==> src/design/osc_adsr_pkg.sv <==
// ----------------------------------------------------------------------------
// osc_adsr_pkg
// shared types, codes and constant tables for the oscillator voice
// ----------------------------------------------------------------------------
`default_nettype none

package osc_adsr_pkg;

   localparam int unsigned SAMPLE_HZ = 44100;

   // register indexes
   localparam logic [2:0] REG_WAVE_SHAPE    = 3'd0;
   localparam logic [2:0] REG_DUTY_CYCLE    = 3'd1;
   localparam logic [2:0] REG_ATTACK_RATE   = 3'd2;
   localparam logic [2:0] REG_DECAY_RATE    = 3'd3;
   localparam logic [2:0] REG_SUSTAIN_LEVEL = 3'd4;
   localparam logic [2:0] REG_RELEASE_RATE  = 3'd5;

   // wave shapes
   localparam logic [2:0] WAVE_SQUARE   = 3'd0;
   localparam logic [2:0] WAVE_SINE     = 3'd1;
   localparam logic [2:0] WAVE_TRIANGLE = 3'd2;
   localparam logic [2:0] WAVE_SAW      = 3'd3;
   localparam logic [2:0] WAVE_NOISE    = 3'd4;

   // item modes
   localparam logic MODE_START = 1'b0;
   localparam logic MODE_TICK  = 1'b1;

   typedef enum logic [1:0] {
      ENV_ATTACK  = 2'd0,
      ENV_DECAY   = 2'd1,
      ENV_SUSTAIN = 2'd2,
      ENV_RELEASE = 2'd3
   } env_phase_type;

   typedef enum logic [2:0] {
      ST_IDLE,
      ST_DIV,
      ST_MUL1,
      ST_MUL2,
      ST_MSER,
      ST_DONE
   } state_type;

   localparam logic [25:0] ENV_TOP  = 26'(255) << 16;
   localparam logic [15:0] LFSR_SEED = 16'hACE1;
   localparam logic [15:0] LFSR_TAPS = 16'hB400;

   // q8 frequencies of the top octave
   typedef logic [21:0] top_octave_type [12];
   localparam top_octave_type TOP_OCTAVE_Q8 = '{
      22'd2143237, 22'd2270680, 22'd2405702, 22'd2548752, 22'd2700309, 22'd2860878,
      22'd3030994, 22'd3211227, 22'd3402176, 22'd3604480, 22'd3818814, 22'd4045892
   };

   typedef logic [15:0] rate_rom_type [256];
   typedef logic [15:0] qsine_rom_type [65];

   // q16 envelope step per tick for each rate code
   function automatic rate_rom_type build_rate_rom();
      rate_rom_type rom;
      logic [63:0]  v;
      for (int i = 0; i < 256; i++) begin
         v = (64'(i) * 64'd6553600 + 64'(SAMPLE_HZ / 2)) / SAMPLE_HZ;
         rom[i] = v[15:0];
      end
      return rom;
   endfunction

   // quarter sine at x = k*512, k = 0..64, q15
   function automatic qsine_rom_type build_qsine_rom();
      qsine_rom_type rom;
      logic [63:0]   x;
      logic [63:0]   x2;
      logic [63:0]   t;
      logic [63:0]   r;
      for (int k = 0; k < 65; k++) begin
         x  = 64'(k) * 64'd512;
         x2 = (x * x) >> 15;
         t  = 64'd5026995 - ((x2 * 64'd172272) >> 15);
         t  = 64'd85569306 - ((x2 * t) >> 15);
         t  = 64'd693598668 - ((x2 * t) >> 15);
         t  = 64'd1686629713 - ((x2 * t) >> 15);
         r  = (x * t + (64'd1 << 29)) >> 30;
         rom[k] = r[15:0];
      end
      return rom;
   endfunction

   localparam rate_rom_type  RATE_ROM  = build_rate_rom();
   localparam qsine_rom_type QSINE_ROM = build_qsine_rom();

   // octave of a note number, by threshold count
   function automatic logic [3:0] note_octave(input logic [6:0] n);
      logic [3:0] o;
      o = 4'd0;
      for (int i = 1; i <= 10; i++) begin
         if (n >= 7'(12 * i)) o = o + 4'd1;
      end
      return o;
   endfunction

endpackage

`default_nettype wire

==> src/design/oscillator_voice_with_adsr.sv <==
// ----------------------------------------------------------------------------
// oscillator_voice_with_adsr
// phase accumulator oscillator with five wave shapes and an adsr envelope
// ----------------------------------------------------------------------------
//  channel  | direction | handshake            | payload
//  req      | in        | req_valid/req_stall  | mode, note_number, note_level,
//           |           |                      | duration_samples
//  rsp      | out       | rsp_valid/rsp_stall  | sample
//  csr      | in        | apb psel/penable     | paddr, pwdata, prdata
//
//  a start-note transfer has an issue step and then the restoring divider
//  that forms the 24-bit phase step (one quotient bit a cycle)
//  a tick transfer forms wave and envelope at issue, then runs two narrow
//  multiply states, the bit-serial envelope multiply over the 26 envelope
//  bits and a rounding state that loads the output register when it is free
//  a result waits in the output register; a new transfer is taken meanwhile,
//  but the next result only loads once the waiting one has gone
//  reset is synchronous and restores the configuration, the control state and the lfsr seed
// ----------------------------------------------------------------------------
`default_nettype none

module oscillator_voice_with_adsr (
   input  wire logic               clock,
   input  wire logic               reset,
   input  wire logic               req_valid,
   output logic                    req_stall,
   input  wire logic               req_mode,
   input  wire logic [6:0]         req_note_number,
   input  wire logic [7:0]         req_note_level,
   input  wire logic [23:0]        req_duration_samples,
   output logic                    rsp_valid,
   input  wire logic               rsp_stall,
   output logic signed [15:0]      rsp_sample,
   input  wire logic               csr_psel,
   input  wire logic               csr_penable,
   input  wire logic               csr_pwrite,
   input  wire logic [4:0]         csr_paddr,
   input  wire logic [31:0]        csr_pwdata,
   output logic [31:0]             csr_prdata,
   output logic                    csr_pready
);

   // configuration
   logic [2:0] wave_shape_ff;
   logic [7:0] duty_cycle_ff, attack_rate_ff, decay_rate_ff;
   logic [7:0] sustain_level_ff, release_rate_ff;

   // voice state
   osc_adsr_pkg::state_type     state_ff, state_in;
   osc_adsr_pkg::env_phase_type env_phase_ff, env_phase_in;
   logic [23:0] phase_acc_ff, phase_acc_in;
   logic [23:0] phase_step_ff, phase_step_in;
   logic [25:0] env_level_ff, env_level_in;
   logic [23:0] samples_left_ff, samples_left_in;
   logic [7:0]  held_level_ff, held_level_in;
   logic [15:0] lfsr_ff, lfsr_in;

   // datapath
   logic [15:0] wmag_ff, wmag_in;
   logic        wneg_ff, wneg_in;
   logic [23:0] prod1_ff, prod1_in;
   logic [57:0] mcand_ff, mcand_in;     // also divisor shifter
   logic [57:0] acc_ff, acc_in;         // also divider remainder
   logic [25:0] env_sh_ff, env_sh_in;
   logic [23:0] quot_ff, quot_in;
   logic [4:0]  cnt_ff, cnt_in;

   // output register
   logic        rsp_valid_ff, rsp_valid_in;
   logic [15:0] rsp_sample_ff, rsp_sample_in;

   logic req_take;
   logic cfg_write;

   assign req_stall  = (state_ff != osc_adsr_pkg::ST_IDLE);
   assign req_take   = req_valid && !req_stall;
   assign rsp_valid  = rsp_valid_ff;
   assign rsp_sample = rsp_sample_ff;
   assign csr_pready = 1'b1;
   assign cfg_write  = csr_psel && csr_penable && csr_pwrite;

   // register reads
   always_comb begin
      unique case (csr_paddr[4:2])
         osc_adsr_pkg::REG_WAVE_SHAPE:    csr_prdata = {29'd0, wave_shape_ff};
         osc_adsr_pkg::REG_DUTY_CYCLE:    csr_prdata = {24'd0, duty_cycle_ff};
         osc_adsr_pkg::REG_ATTACK_RATE:   csr_prdata = {24'd0, attack_rate_ff};
         osc_adsr_pkg::REG_DECAY_RATE:    csr_prdata = {24'd0, decay_rate_ff};
         osc_adsr_pkg::REG_SUSTAIN_LEVEL: csr_prdata = {24'd0, sustain_level_ff};
         osc_adsr_pkg::REG_RELEASE_RATE:  csr_prdata = {24'd0, release_rate_ff};
         default:                         csr_prdata = 32'd0;
      endcase
   end

   always_ff @(posedge clock) begin
      if (reset) begin
         wave_shape_ff    <= osc_adsr_pkg::WAVE_SQUARE;
         duty_cycle_ff    <= 8'd128;
         attack_rate_ff   <= 8'd255;
         decay_rate_ff    <= 8'd64;
         sustain_level_ff <= 8'd192;
         release_rate_ff  <= 8'd64;
      end else if (cfg_write) begin
         case (csr_paddr[4:2])
            osc_adsr_pkg::REG_WAVE_SHAPE:    wave_shape_ff    <= csr_pwdata[2:0];
            osc_adsr_pkg::REG_DUTY_CYCLE:    duty_cycle_ff    <= csr_pwdata[7:0];
            osc_adsr_pkg::REG_ATTACK_RATE:   attack_rate_ff   <= csr_pwdata[7:0];
            osc_adsr_pkg::REG_DECAY_RATE:    decay_rate_ff    <= csr_pwdata[7:0];
            osc_adsr_pkg::REG_SUSTAIN_LEVEL: sustain_level_ff <= csr_pwdata[7:0];
            osc_adsr_pkg::REG_RELEASE_RATE:  release_rate_ff  <= csr_pwdata[7:0];
            default: ;
         endcase
      end
   end

   always_ff @(posedge clock) begin
      if (reset) begin
         state_ff        <= osc_adsr_pkg::ST_IDLE;
         env_phase_ff    <= osc_adsr_pkg::ENV_ATTACK;
         phase_acc_ff    <= 24'd0;
         phase_step_ff   <= 24'd0;
         env_level_ff    <= 26'd0;
         samples_left_ff <= 24'd0;
         held_level_ff   <= 8'd0;
         lfsr_ff         <= osc_adsr_pkg::LFSR_SEED;
         rsp_valid_ff    <= 1'b0;
         cnt_ff          <= 5'd0;
      end else begin
         state_ff        <= state_in;
         env_phase_ff    <= env_phase_in;
         phase_acc_ff    <= phase_acc_in;
         phase_step_ff   <= phase_step_in;
         env_level_ff    <= env_level_in;
         samples_left_ff <= samples_left_in;
         held_level_ff   <= held_level_in;
         lfsr_ff         <= lfsr_in;
         rsp_valid_ff    <= rsp_valid_in;
         cnt_ff          <= cnt_in;
      end
   end

   always_ff @(posedge clock) begin
      wmag_ff       <= wmag_in;
      wneg_ff       <= wneg_in;
      prod1_ff      <= prod1_in;
      mcand_ff      <= mcand_in;
      acc_ff        <= acc_in;
      env_sh_ff     <= env_sh_in;
      quot_ff       <= quot_in;
      rsp_sample_ff <= rsp_sample_in;
   end

   // next state and datapath
   always_comb begin
      logic [3:0]  oct;
      logic [3:0]  semi;
      logic [57:0] den;
      logic [23:0] phase_sum;
      logic [15:0] ph16;
      logic [16:0] tri2;
      logic [7:0]  sidx;
      logic [6:0]  sk;
      logic [15:0] lfsr_next;
      logic [23:0] sl_dec;
      osc_adsr_pkg::env_phase_type ph_eff;
      logic [15:0] step;
      logic [25:0] env_tmp;
      logic        ge;
      logic [57:0] rnd;
      logic [18:0] omag;
      logic        out_free;

      state_in        = state_ff;
      env_phase_in    = env_phase_ff;
      phase_acc_in    = phase_acc_ff;
      phase_step_in   = phase_step_ff;
      env_level_in    = env_level_ff;
      samples_left_in = samples_left_ff;
      held_level_in   = held_level_ff;
      lfsr_in         = lfsr_ff;
      wmag_in         = wmag_ff;
      wneg_in         = wneg_ff;
      prod1_in        = prod1_ff;
      mcand_in        = mcand_ff;
      acc_in          = acc_ff;
      env_sh_in       = env_sh_ff;
      quot_in         = quot_ff;
      cnt_in          = cnt_ff;
      rsp_sample_in   = rsp_sample_ff;
      out_free        = !rsp_valid_ff || !rsp_stall;
      rsp_valid_in    = rsp_valid_ff && rsp_stall;

      oct       = osc_adsr_pkg::note_octave(req_note_number);
      semi      = 4'(req_note_number - (7'(oct) * 7'd12));
      den       = 58'(osc_adsr_pkg::SAMPLE_HZ) << (5'd18 - 5'(oct));
      phase_sum = phase_acc_ff + phase_step_ff;
      ph16      = phase_sum[23:8];
      tri2      = {ph16, 1'b0};
      sidx      = ph16[15:8];
      sk        = sidx[6] ? (7'd64 - {1'b0, sidx[5:0]}) : {1'b0, sidx[5:0]};
      lfsr_next = lfsr_ff[0] ? ((lfsr_ff >> 1) ^ osc_adsr_pkg::LFSR_TAPS) : (lfsr_ff >> 1);
      sl_dec    = (samples_left_ff != 24'd0) ? samples_left_ff - 24'd1 : samples_left_ff;
      ph_eff    = (sl_dec == 24'd0) ? osc_adsr_pkg::ENV_RELEASE : env_phase_ff;
      step      = 16'd0;
      env_tmp   = env_level_ff;
      ge        = (acc_ff >= mcand_ff);
      rnd       = acc_ff + (58'd1 << 38);
      omag      = rnd[57:39];

      unique case (state_ff)
         osc_adsr_pkg::ST_IDLE: begin
            if (req_take && req_mode == osc_adsr_pkg::MODE_START) begin
               held_level_in   = req_note_level;
               samples_left_in = req_duration_samples;
               env_phase_in    = osc_adsr_pkg::ENV_ATTACK;
               // remainder starts as the rounded dividend
               acc_in   = (58'(osc_adsr_pkg::TOP_OCTAVE_Q8[semi]) << 24) + (den >> 1);
               mcand_in = den << 23;
               quot_in  = 24'd0;
               cnt_in   = 5'd23;
               state_in = osc_adsr_pkg::ST_DIV;
            end else if (req_take) begin
               phase_acc_in = phase_sum;
               wmag_in = 16'd0;
               wneg_in = 1'b0;
               case (wave_shape_ff)
                  osc_adsr_pkg::WAVE_SQUARE: begin
                     wmag_in = 16'h8000;
                     wneg_in = !(ph16 < {duty_cycle_ff, 8'd0});
                  end
                  osc_adsr_pkg::WAVE_SINE: begin
                     wmag_in = osc_adsr_pkg::QSINE_ROM[sk];
                     wneg_in = sidx[7];
                  end
                  osc_adsr_pkg::WAVE_TRIANGLE: begin
                     if (!ph16[15]) begin
                        wneg_in = (tri2 < 17'd32768);
                        wmag_in = wneg_in ? 16'(17'd32768 - tri2) : 16'(tri2 - 17'd32768);
                     end else begin
                        wneg_in = ({1'b0, tri2} > 18'd98304);
                        wmag_in = wneg_in ? 16'({1'b0, tri2} - 18'd98304)
                                          : 16'(18'd98304 - {1'b0, tri2});
                     end
                  end
                  osc_adsr_pkg::WAVE_SAW: begin
                     wneg_in = !ph16[15];
                     wmag_in = wneg_in ? 16'(17'd32768 - {1'b0, ph16}) : {1'b0, ph16[14:0]};
                  end
                  osc_adsr_pkg::WAVE_NOISE: begin
                     lfsr_in = lfsr_next;
                     wneg_in = !lfsr_next[15];
                     wmag_in = wneg_in ? 16'(17'd32768 - {1'b0, lfsr_next})
                                       : {1'b0, lfsr_next[14:0]};
                  end
                  default: ;
               endcase

               // envelope step
               samples_left_in = sl_dec;
               env_phase_in    = ph_eff;
               unique case (ph_eff)
                  osc_adsr_pkg::ENV_ATTACK: begin
                     step    = osc_adsr_pkg::RATE_ROM[attack_rate_ff];
                     env_tmp = env_level_ff + {10'd0, step};
                     if (env_tmp >= osc_adsr_pkg::ENV_TOP)
                        env_phase_in = osc_adsr_pkg::ENV_DECAY;
                  end
                  osc_adsr_pkg::ENV_DECAY: begin
                     step    = osc_adsr_pkg::RATE_ROM[decay_rate_ff];
                     env_tmp = (env_level_ff > {10'd0, step}) ?
                               env_level_ff - {10'd0, step} : 26'd0;
                     if (env_tmp <= {2'd0, sustain_level_ff, 16'd0})
                        env_phase_in = osc_adsr_pkg::ENV_SUSTAIN;
                  end
                  osc_adsr_pkg::ENV_SUSTAIN: ;
                  osc_adsr_pkg::ENV_RELEASE: begin
                     step    = osc_adsr_pkg::RATE_ROM[release_rate_ff];
                     env_tmp = (env_level_ff > {10'd0, step}) ?
                               env_level_ff - {10'd0, step} : 26'd0;
                  end
                  default: ;
               endcase
               env_level_in = env_tmp;
               state_in     = osc_adsr_pkg::ST_MUL1;
            end
         end
         // one quotient bit a cycle
         osc_adsr_pkg::ST_DIV: begin
            if (ge) acc_in = acc_ff - mcand_ff;
            mcand_in = mcand_ff >> 1;
            quot_in  = {quot_ff[22:0], ge};
            cnt_in   = cnt_ff - 5'd1;
            if (cnt_ff == 5'd0) begin
               phase_step_in = {quot_ff[22:0], ge};
               state_in      = osc_adsr_pkg::ST_IDLE;
            end
         end
         osc_adsr_pkg::ST_MUL1: begin
            prod1_in = wmag_ff * held_level_ff;
            state_in = osc_adsr_pkg::ST_MUL2;
         end
         osc_adsr_pkg::ST_MUL2: begin
            mcand_in  = 58'(32'(prod1_ff) * 32'd90);
            env_sh_in = env_level_ff;
            acc_in    = 58'd0;
            cnt_in    = 5'd25;
            state_in  = osc_adsr_pkg::ST_MSER;
         end
         // shift-add over the envelope bits
         osc_adsr_pkg::ST_MSER: begin
            if (env_sh_ff[0]) acc_in = acc_ff + mcand_ff;
            mcand_in  = mcand_ff << 1;
            env_sh_in = env_sh_ff >> 1;
            cnt_in    = cnt_ff - 5'd1;
            if (cnt_ff == 5'd0) state_in = osc_adsr_pkg::ST_DONE;
         end
         // round, sign and saturate into the output register
         osc_adsr_pkg::ST_DONE: begin
            if (out_free) begin
               if (wneg_ff)
                  rsp_sample_in = (omag > 19'd32768) ? 16'h8000 : 16'(19'd0 - omag);
               else
                  rsp_sample_in = (omag > 19'd32767) ? 16'h7FFF : omag[15:0];
               rsp_valid_in = 1'b1;
               state_in     = osc_adsr_pkg::ST_IDLE;
            end
         end
         default: state_in = osc_adsr_pkg::ST_IDLE;
      endcase
   end

`ifndef SYNTHESIS
   // a result only appears after the rounding state
   assert property (@(posedge clock) disable iff (reset)
      $rose(rsp_valid_ff) |-> $past(state_ff == osc_adsr_pkg::ST_DONE))
      else $error("result without completed multiply");

   // the phase step only changes at the end of a divide
   assert property (@(posedge clock) disable iff (reset)
      !$stable(phase_step_ff) |-> $past(state_ff == osc_adsr_pkg::ST_DIV))
      else $error("phase step changed outside divide");

   // a start note goes to the divider, a tick to the multiplier
   assert property (@(posedge clock) disable iff (reset)
      req_take |=> (state_ff == osc_adsr_pkg::ST_DIV) || (state_ff == osc_adsr_pkg::ST_MUL1))
      else $error("transfer did not start work");

   // a waiting result is never overwritten
   assert property (@(posedge clock) disable iff (reset)
      rsp_valid_ff && rsp_stall |=> rsp_valid_ff && $stable(rsp_sample_ff))
      else $error("stalled result lost");
`endif

endmodule

`default_nettype wire
==> config.mk <==
export PLATFORM = sky130hd
export DESIGN_NAME = oscillator_voice_with_adsr
export DESIGN_NICKNAME = d
export VERILOG_FILES = /design/src/design/osc_adsr_pkg.sv /design/src/design/oscillator_voice_with_adsr.sv
export SDC_FILE = /design/constraint.sdc
export NUM_CORES = 2
export LEC_CHECK = 0
export ABC_AREA = 0
export BUFFER_PORTS_ARGS = -buffer_cell sky130_fd_sc_hd__buf_2
export CAP_MARGIN = 20
export CORE_ASPECT_RATIO = 1.2
export CORE_MARGIN = 3
export CORE_UTILIZATION = 55
export CTS_CLUSTER_DIAMETER = 80
export DETAILED_ROUTE_END_ITERATION = 10
export PLACE_DENSITY = 0.74
export SLEW_MARGIN = 20
export SYNTH_ARGS = -nofsm -noshare
export SYNTH_HDL_FRONTEND = slang
export SYNTH_SLANG_ARGS = --single-unit
export TNS_END_PERCENT = 30
==> constraint.sdc <==
create_clock -name clock -period 12.7 [get_ports clock]
set_input_delay 2.54 -clock clock [delete_from_list [all_inputs] [get_ports clock]]
set_output_delay 2.54 -clock clock [all_outputs]
set_load 0.005 [all_outputs]
; ---- After elaboration in Yosys (flattened, before gate mapping)
; Memories as Yosys holds them, arrays and structs flattened.
; Cells that the tools add are included.
[word_totals]
reg_bits = 398
rom_bits = 14688
input_bits = 84
output_inout_bits = 51
elab_cells = 228
mem_count = 5
[op_classes]
n_addsub = 29
n_mul = 3
n_lt_le_gt_ge = 25
n_eq_ne = 23
shift = 1
muxes = 65
bitwise_logic = 8
n_reduce_logical = 45
[mem_list]
columns = memory, words, width, rd, rd_ports_with_merged_regs, wr, line
row1 = (name not given), 256, 16, 1, 0, 0, oscillator_voice_with_adsr.sv:277  ; step = osc_adsr_pkg::RATE_ROM[release_rate_ff];
row2 = (name not given), 256, 16, 1, 0, 0, oscillator_voice_with_adsr.sv:269  ; step = osc_adsr_pkg::RATE_ROM[decay_rate_ff];
row3 = (name not given), 256, 16, 1, 0, 0, oscillator_voice_with_adsr.sv:263  ; step = osc_adsr_pkg::RATE_ROM[attack_rate_ff];
row4 = (name not given), 128, 16, 1, 0, 0, oscillator_voice_with_adsr.sv:232  ; wmag_in = osc_adsr_pkg::QSINE_ROM[sk];
row5 = (name not given), 16, 22, 1, 0, 0, oscillator_voice_with_adsr.sv:217  ; acc_in = (58'(osc_adsr_pkg::TOP_OCTAVE_Q8[semi]) << 24) + (den >> 1);
[op_table]
columns = operator, n
row1 = 58-bit one-hot mux with 4 select lines, 2
row2 = 16-bit 2-to-1 mux, 17
row3 = 58-bit 2-to-1 mux, 4
row4 = 16-bit one-hot mux with 5 select lines, 1
row5 = 26-bit one-hot mux with 3 select lines, 1
row6 = 24-bit 2-to-1 mux, 3
row7 = 16-bit subtractor (first input constant), 4
row8 = 46-bit by 57-bit adder with 58-bit output, 1
row9 = 58-bit by 39-bit adder with 58-bit output (second input constant), 1
row10 = 58-bit adder, 1
row11 = 58-bit >= comparator, 1
row12 = 16-bit by 5-bit << shifter with 58-bit output (first input constant), 1
row13 = 58-bit subtractor, 1
row14 = 26-bit by 16-bit > comparator with 1-bit output, 2
row15 = 26-bit 2-to-1 mux, 2
row16 = 26-bit one-hot mux with 2 select lines, 1
row17 = 26-bit by 16-bit subtractor with 26-bit output, 2
row18 = 8-bit one-hot mux with 6 select lines, 1
row19 = 23-bit one-hot mux with 2 select lines, 1
row20 = 22-bit 2-to-1 mux, 2
row21 = 4-bit by 1-bit adder with 4-bit output (second input constant), 9
row22 = 4-bit 2-to-1 mux, 9
row23 = 7-bit >= comparator (second input constant), 5
row24 = 16-bit subtractor (second input constant), 2
row25 = other kinds (61), 125

; ---- Depth between registers and ports, before layout
[logic_depth]
depth_word = 29
ltp_mapped = 49
ltp_nobuf = 46

; ---- Least setup slack after synthesis
; OpenSTA, ideal clock, no wires.
[synth_timing]
path_kind = input to register
start = input req_mode
end = register acc_ff[0], enable pin
setup_time_ns = 0.493
t_arrival_ns = 11.332
required_time_ns = 12.207
path_slack_ns = 0.875
cell_stages = 6
n_path_buf = 1
cell_sequence = clkbuf_1 > nor2_1 > nor2_1 > o31ai_1 > o21ai_0 > a21oi_1
[synth_between]
elab_chain_len = 4
[synth_rtl]
columns = item, line
row1 = from (decl), oscillator_voice_with_adsr.sv:27  ; input wire logic req_mode,
row2 = 1-bit NOT, oscillator_voice_with_adsr.sv:212  ; if (req_take && req_mode == osc_adsr_pkg::MODE_START) begin
row3 = 1-bit logical AND, oscillator_voice_with_adsr.sv:212
row4 = 2-bit != test (no source line), -
row5 = 4-bit AND reduction (no source line), -
row6 = to (signal assigned), oscillator_voice_with_adsr.sv:147  ; acc_ff <= acc_in;
row7 = to (decl), oscillator_voice_with_adsr.sv:63  ; logic [57:0] acc_ff, acc_in;
; Every way passes these cells.
; A chain may end at the register's enable or synchronous reset.

; ---- Worst setup path after layout
[layout_timing]
start = input req_note_number[3]
end = register acc_ff[46] (data pin)
[layout_between]
elab_chain_len = 29
elab_cells_between_ends = 40
classes_between = add/sub: 12 / mul: 1 / order compare: 10 / shift: 1 / mux: 14 / bitwise: 1 / memory: 1
[layout_rtl]
columns = item, line
row1 = from (decl), oscillator_voice_with_adsr.sv:28  ; input wire logic [6:0] req_note_number,
row2 = 7-bit by 4-bit >= comparator with 1-bit output, osc_adsr_pkg.sv:99  ; if (n >= 7'(12 * i)) o = o + 4'd1;
row3 = 1-bit 2-to-1 mux, osc_adsr_pkg.sv:99
row4 = 4-bit by 1-bit adder with 4-bit output, osc_adsr_pkg.sv:99
row5 = 4-bit 2-to-1 mux, osc_adsr_pkg.sv:99
row6 = 4-bit by 1-bit adder with 4-bit output, osc_adsr_pkg.sv:99
row7 = 4-bit 2-to-1 mux, osc_adsr_pkg.sv:99
row8 = 4-bit by 1-bit adder with 4-bit output, osc_adsr_pkg.sv:99
row9 = 4-bit 2-to-1 mux, osc_adsr_pkg.sv:99
row10 = [... 13 more ...], -
row11 = 4-bit subtractor, oscillator_voice_with_adsr.sv:194  ; semi = 4'(req_note_number - (7'(oct) * 7'd12));
row12 = 4-bit NOT with 5-bit output (implied by the code), oscillator_voice_with_adsr.sv:217
row13 = memory 16 x 22 bit, -
row14 = 22-bit 2-to-1 mux (implied by the code) (2 in a row), oscillator_voice_with_adsr.sv:217
row15 = 46-bit by 57-bit adder with 58-bit output (*), oscillator_voice_with_adsr.sv:217
row16 = 58-bit 2-to-1 mux (*), oscillator_voice_with_adsr.sv:212
row17 = 58-bit one-hot mux with 4 select lines (*), oscillator_voice_with_adsr.sv:210  ; unique case (state_ff)
row18 = net acc_in[46], oscillator_voice_with_adsr.sv:63
; The timed path passes the listed nets; every way through them passes the cells marked *. The select of a mux whose other input is x is not followed.

==> results.toml <==
[critical_path]
rr_startpoint = "decay_rate_ff[2]$_SDFFE_PP0P_"
r2r_end = "env_phase_ff[0]$_SDFFE_PP0P_"
crit_top_cell = "ha_1"
cp_slowest_stage_delay_ns = 0.44
endpoint = "acc_ff[46]$_DFFE_PP_"
slowest_stage = "o311ai_0"
reg2reg_slack_ns = 4.03
crit_path_end_kind = "flip-flop"
cp_max_fo = 13
cp-start-kind = "input pin"
worstSetupPathType = "in -> reg"
cp.arrival_ns = 12.05
critPathLaunch = "req_note_number[3]"
reg2reg_depth = 30
required_ns = 13.03

[placement]
place_congestion = 0.992
place_area_um2 = 52800
port_buffers = 83
dp_hpwl_um = 126000

[clock_network]
cts.path.max_buffers = 3
cts_resized = 0
path_clk_slew_ns = 0.06
root_buffer = "clkbuf_16"
ctsHtreeMaxLevel = 2
cts_tree = "yes"
cts_buffers = 46
post_cts_buffers = 0
cts_hold_buffers = 0
clk_latency_ns = 0.60
clkSinkCount = 398

[timing]
fmax_mhz = 85.4
setup_tns_ns = 0
setup_violations = 0
maxSlewHeadroom_pct = 22.1
drv_slew = 0
finalHoldViolations = 0
fin_crit_ns = 11.71
min_period_over_period_pct = 92.2
fin_hold_ws_ns = 0.460
clock_skew_ns = 0.0172
rsz0062_at_grt = "no"
worst-slew-pin-transition_ns = 1.17

[power_and_ir_drop]
vdd_ir_drop_max_mv = 0.255
finalPower_uw = 11900
power.density_nw_per_um2 = 219
p_leak_uw = 0.0225

[synth]
yosys.area.top_type = "edfxtp_1"
synth_area_um2 = 51900
yosysWarnings = 0
netlist-cell-type-count = 114
syn_avg_cell_area_um2 = 7.37
synth-edff-count = 222
synth_top_area_share_pct = 12.8
yosysSeqAreaShare_pct = 19.6
synthTopCellsByArea = "edfxtp_1 (13%), ha_1 (9.7%), dfxtp_1 (6.8%), a21oi_1 (6.2%), nand2_1 (6.2%)"
synth-async-reset-ratio_pct = 0
synth_ff_type = "edfxtp_1"
netlist_instances = 7042
synth_seq_cells = 398

[floorplanning]
row_count = 122
start_util_pct = 55.9
die_w_um = 287
io_pins = 135
core_region_area_um2 = 93000
dieArea_um2 = 98200
die_h_um = 343

[grt]
grt_pass1_wl_um = 273000
grt_start_max_net_pins = 82
grt_pass1_vias = 49600
antenna_found_initial = 2
overflow = 0
grt_usage_pct = 34.0

[min_path]
worstHoldPathType = "reg -> reg"

[run_status]
status = "finished, final reports clean"

[detailed_routing]
drt_pass1_iterations = 9
vias = 53100
drt-total-wl_um = 173000
wl_per_cell_um = 21.4
remaining_drc_errors = 0
ant_nets = 0
drtIter0Drc = 6242
viasPerCell = 6.59

[layout]
design_area_um2 = 54400
syn2layout_area_growth_pct = 4.69
num-nets-final = 7398
drive_gt1_share_pct = 6.56
utilization_pct = 58.5

[job]
cap_viol_max_count = 0
-- per-layer routing --
| layer | routed length, um | up-vias | global-route usage, % | part of all wire (%) |
|---|---|---|---|---|
| met5 | 11 | - | 0 | 0.0064 |
| met3 | 13700 | 578 | 4.11 | 8.0 |
| li1 | - | 25000 | - | - |
| met2 | 80500 | 2548 | 56.4 | 47 |
| met1 | 67700 | 25000 | 43.1 | 39 |
| met4 | 10600 | 2 | 18.4 | 6.2 |
-- critical path, delay by kind of cell --
kind	cells	cell delay, ns
adders and majority gates	9	2.71
AOI/OAI and AO/OA	18	3.74
xor gates and xnor gates	1	0.25
buffers and inverters	5	0.88
and+or+nand+nor	8	0.84
muxes	4	1.06
-- cells by family after synthesis --
group	count (synthesis)	synth area share, %
compound gates	2368	29.4
xor+xnor	246	4.26
fa+ha+maj	539	14.9
buf+inv	978	7.39
flops	398	19.6
mux	162	3.80
other cells	2	0.0145
simple gates	2349	20.6
-- sequential cells by signal, summed over array words and instances, names as in the netlist, 16 cells and up --
signal and cells:
env_level_ff 26, mcand_ff 58, rsp_sample 16, acc_ff 58
wmag_ff 16, quot_ff 23, lfsr_ff 16, env_sh_ff 26
phase_step_ff 24, prod1_ff 24, phase_acc_ff 24, samples_left_ff 24
-- cell usage in the layout, fill, tap and decap left out, types with 27 or more instances in the layout --
master and count:
inv_1 440, nor2_1 661, o211ai_1 117, buf_2 82, nor3_1 142, o22ai_1 103
buf_4 104, nor2b_1 57, o21ai_0 541, a211oi_1 131, o21a_1 43, or2_2 37
xor2_1 75, a21o_1 111, nand3_1 154, a21oi_1 644, a221oi_1 53, a22oi_1 54
o21bai_1 47, or3_1 40, dfxtp_1 159, nand2b_1 68, o311ai_0 28, a31oi_1 77
clkbuf_16 49, fa_1 133, nand4_1 47, conb_1 30, edfxtp_1 222, mux2i_1 115
nand2_1 857, o31ai_1 43, o221ai_1 34, and3_1 50, and2_1 113, a311oi_1 32
xnor2_1 163, ha_1 403, a221o_1 27, nor4_1 39
-- report_power, final --
group | switching (uW) | total (uW) | internal [uW] | leakage (uW)
Combinational | 5130 | 8220 | 3090 | 0.0182
Clock | 611 | 1430 | 821 | 0.000780
Sequential | 372 | 2240 | 1870 | 0.00354
Total | 6110 | 11900 | 5780 | 0.0225
-- cells in the mapped netlist (47+ instances only) --
cell      count
nor3_1      144
mux2i_1     115
dfxtp_1     176
a211oi_1    131
o22ai_1     103
nand2_1     858
xnor2_1     164
and3_1       50
nor2b_1      57
a31oi_1      77
ha_1        403
o21bai_1     47
nand4_1      47
xor2_1       76
o211ai_1    117
buf_1        83
and2_1      113
clkbuf_1    383
nor2_1      663
a22oi_1      54
o21ai_0     541
nand2b_1     69
a221oi_1     53
nand3_1     154
inv_1       440
edfxtp_1    222
fa_1        133
a21o_1      111
a21oi_1     645
-- layout make-up --
class	instances	area [um2]
clock inverter	31	344
antenna	1	2.50
fill	8724	38600
multi-input combinational	5694	38100
timing repair buffer	186	1190
tap	1240	1550
inverter	452	1700
clock buffer	54	1250
sequential	398	10200
-- stage by stage --
step	std cells	worst slack [ns]
floorplan	7070	0.875
global placement	7970	0.628
detailed placement	7970	0.437
CTS	8055	1.06
global route	8055	0.0185
finish	8056	0.988
-- worst min-delay path by stage --
stage / start / to / cells after the start / slack (ns)
after global placement: phase_acc_ff[7]$_SDFFE_PP0P_ / phase_acc_ff[7]$_SDFFE_PP0P_ / 2 / 0.44
after floorplan: phase_acc_ff[4]$_SDFFE_PP0P_ / phase_acc_ff[4]$_SDFFE_PP0P_ / 2 / 0.44
final: phase_acc_ff[4]$_SDFFE_PP0P_ / phase_acc_ff[4]$_SDFFE_PP0P_ / 2 / 0.46
after detailed placement: phase_acc_ff[6]$_SDFFE_PP0P_ / phase_acc_ff[6]$_SDFFE_PP0P_ / 2 / 0.45
after CTS: phase_acc_ff[4]$_SDFFE_PP0P_ / phase_acc_ff[4]$_SDFFE_PP0P_ / 2 / 0.46
after global routing: phase_acc_ff[6]$_SDFFE_PP0P_ / phase_acc_ff[6]$_SDFFE_PP0P_ / 2 / 0.48
Note: power is estimated with default switching activity, not from simulation.
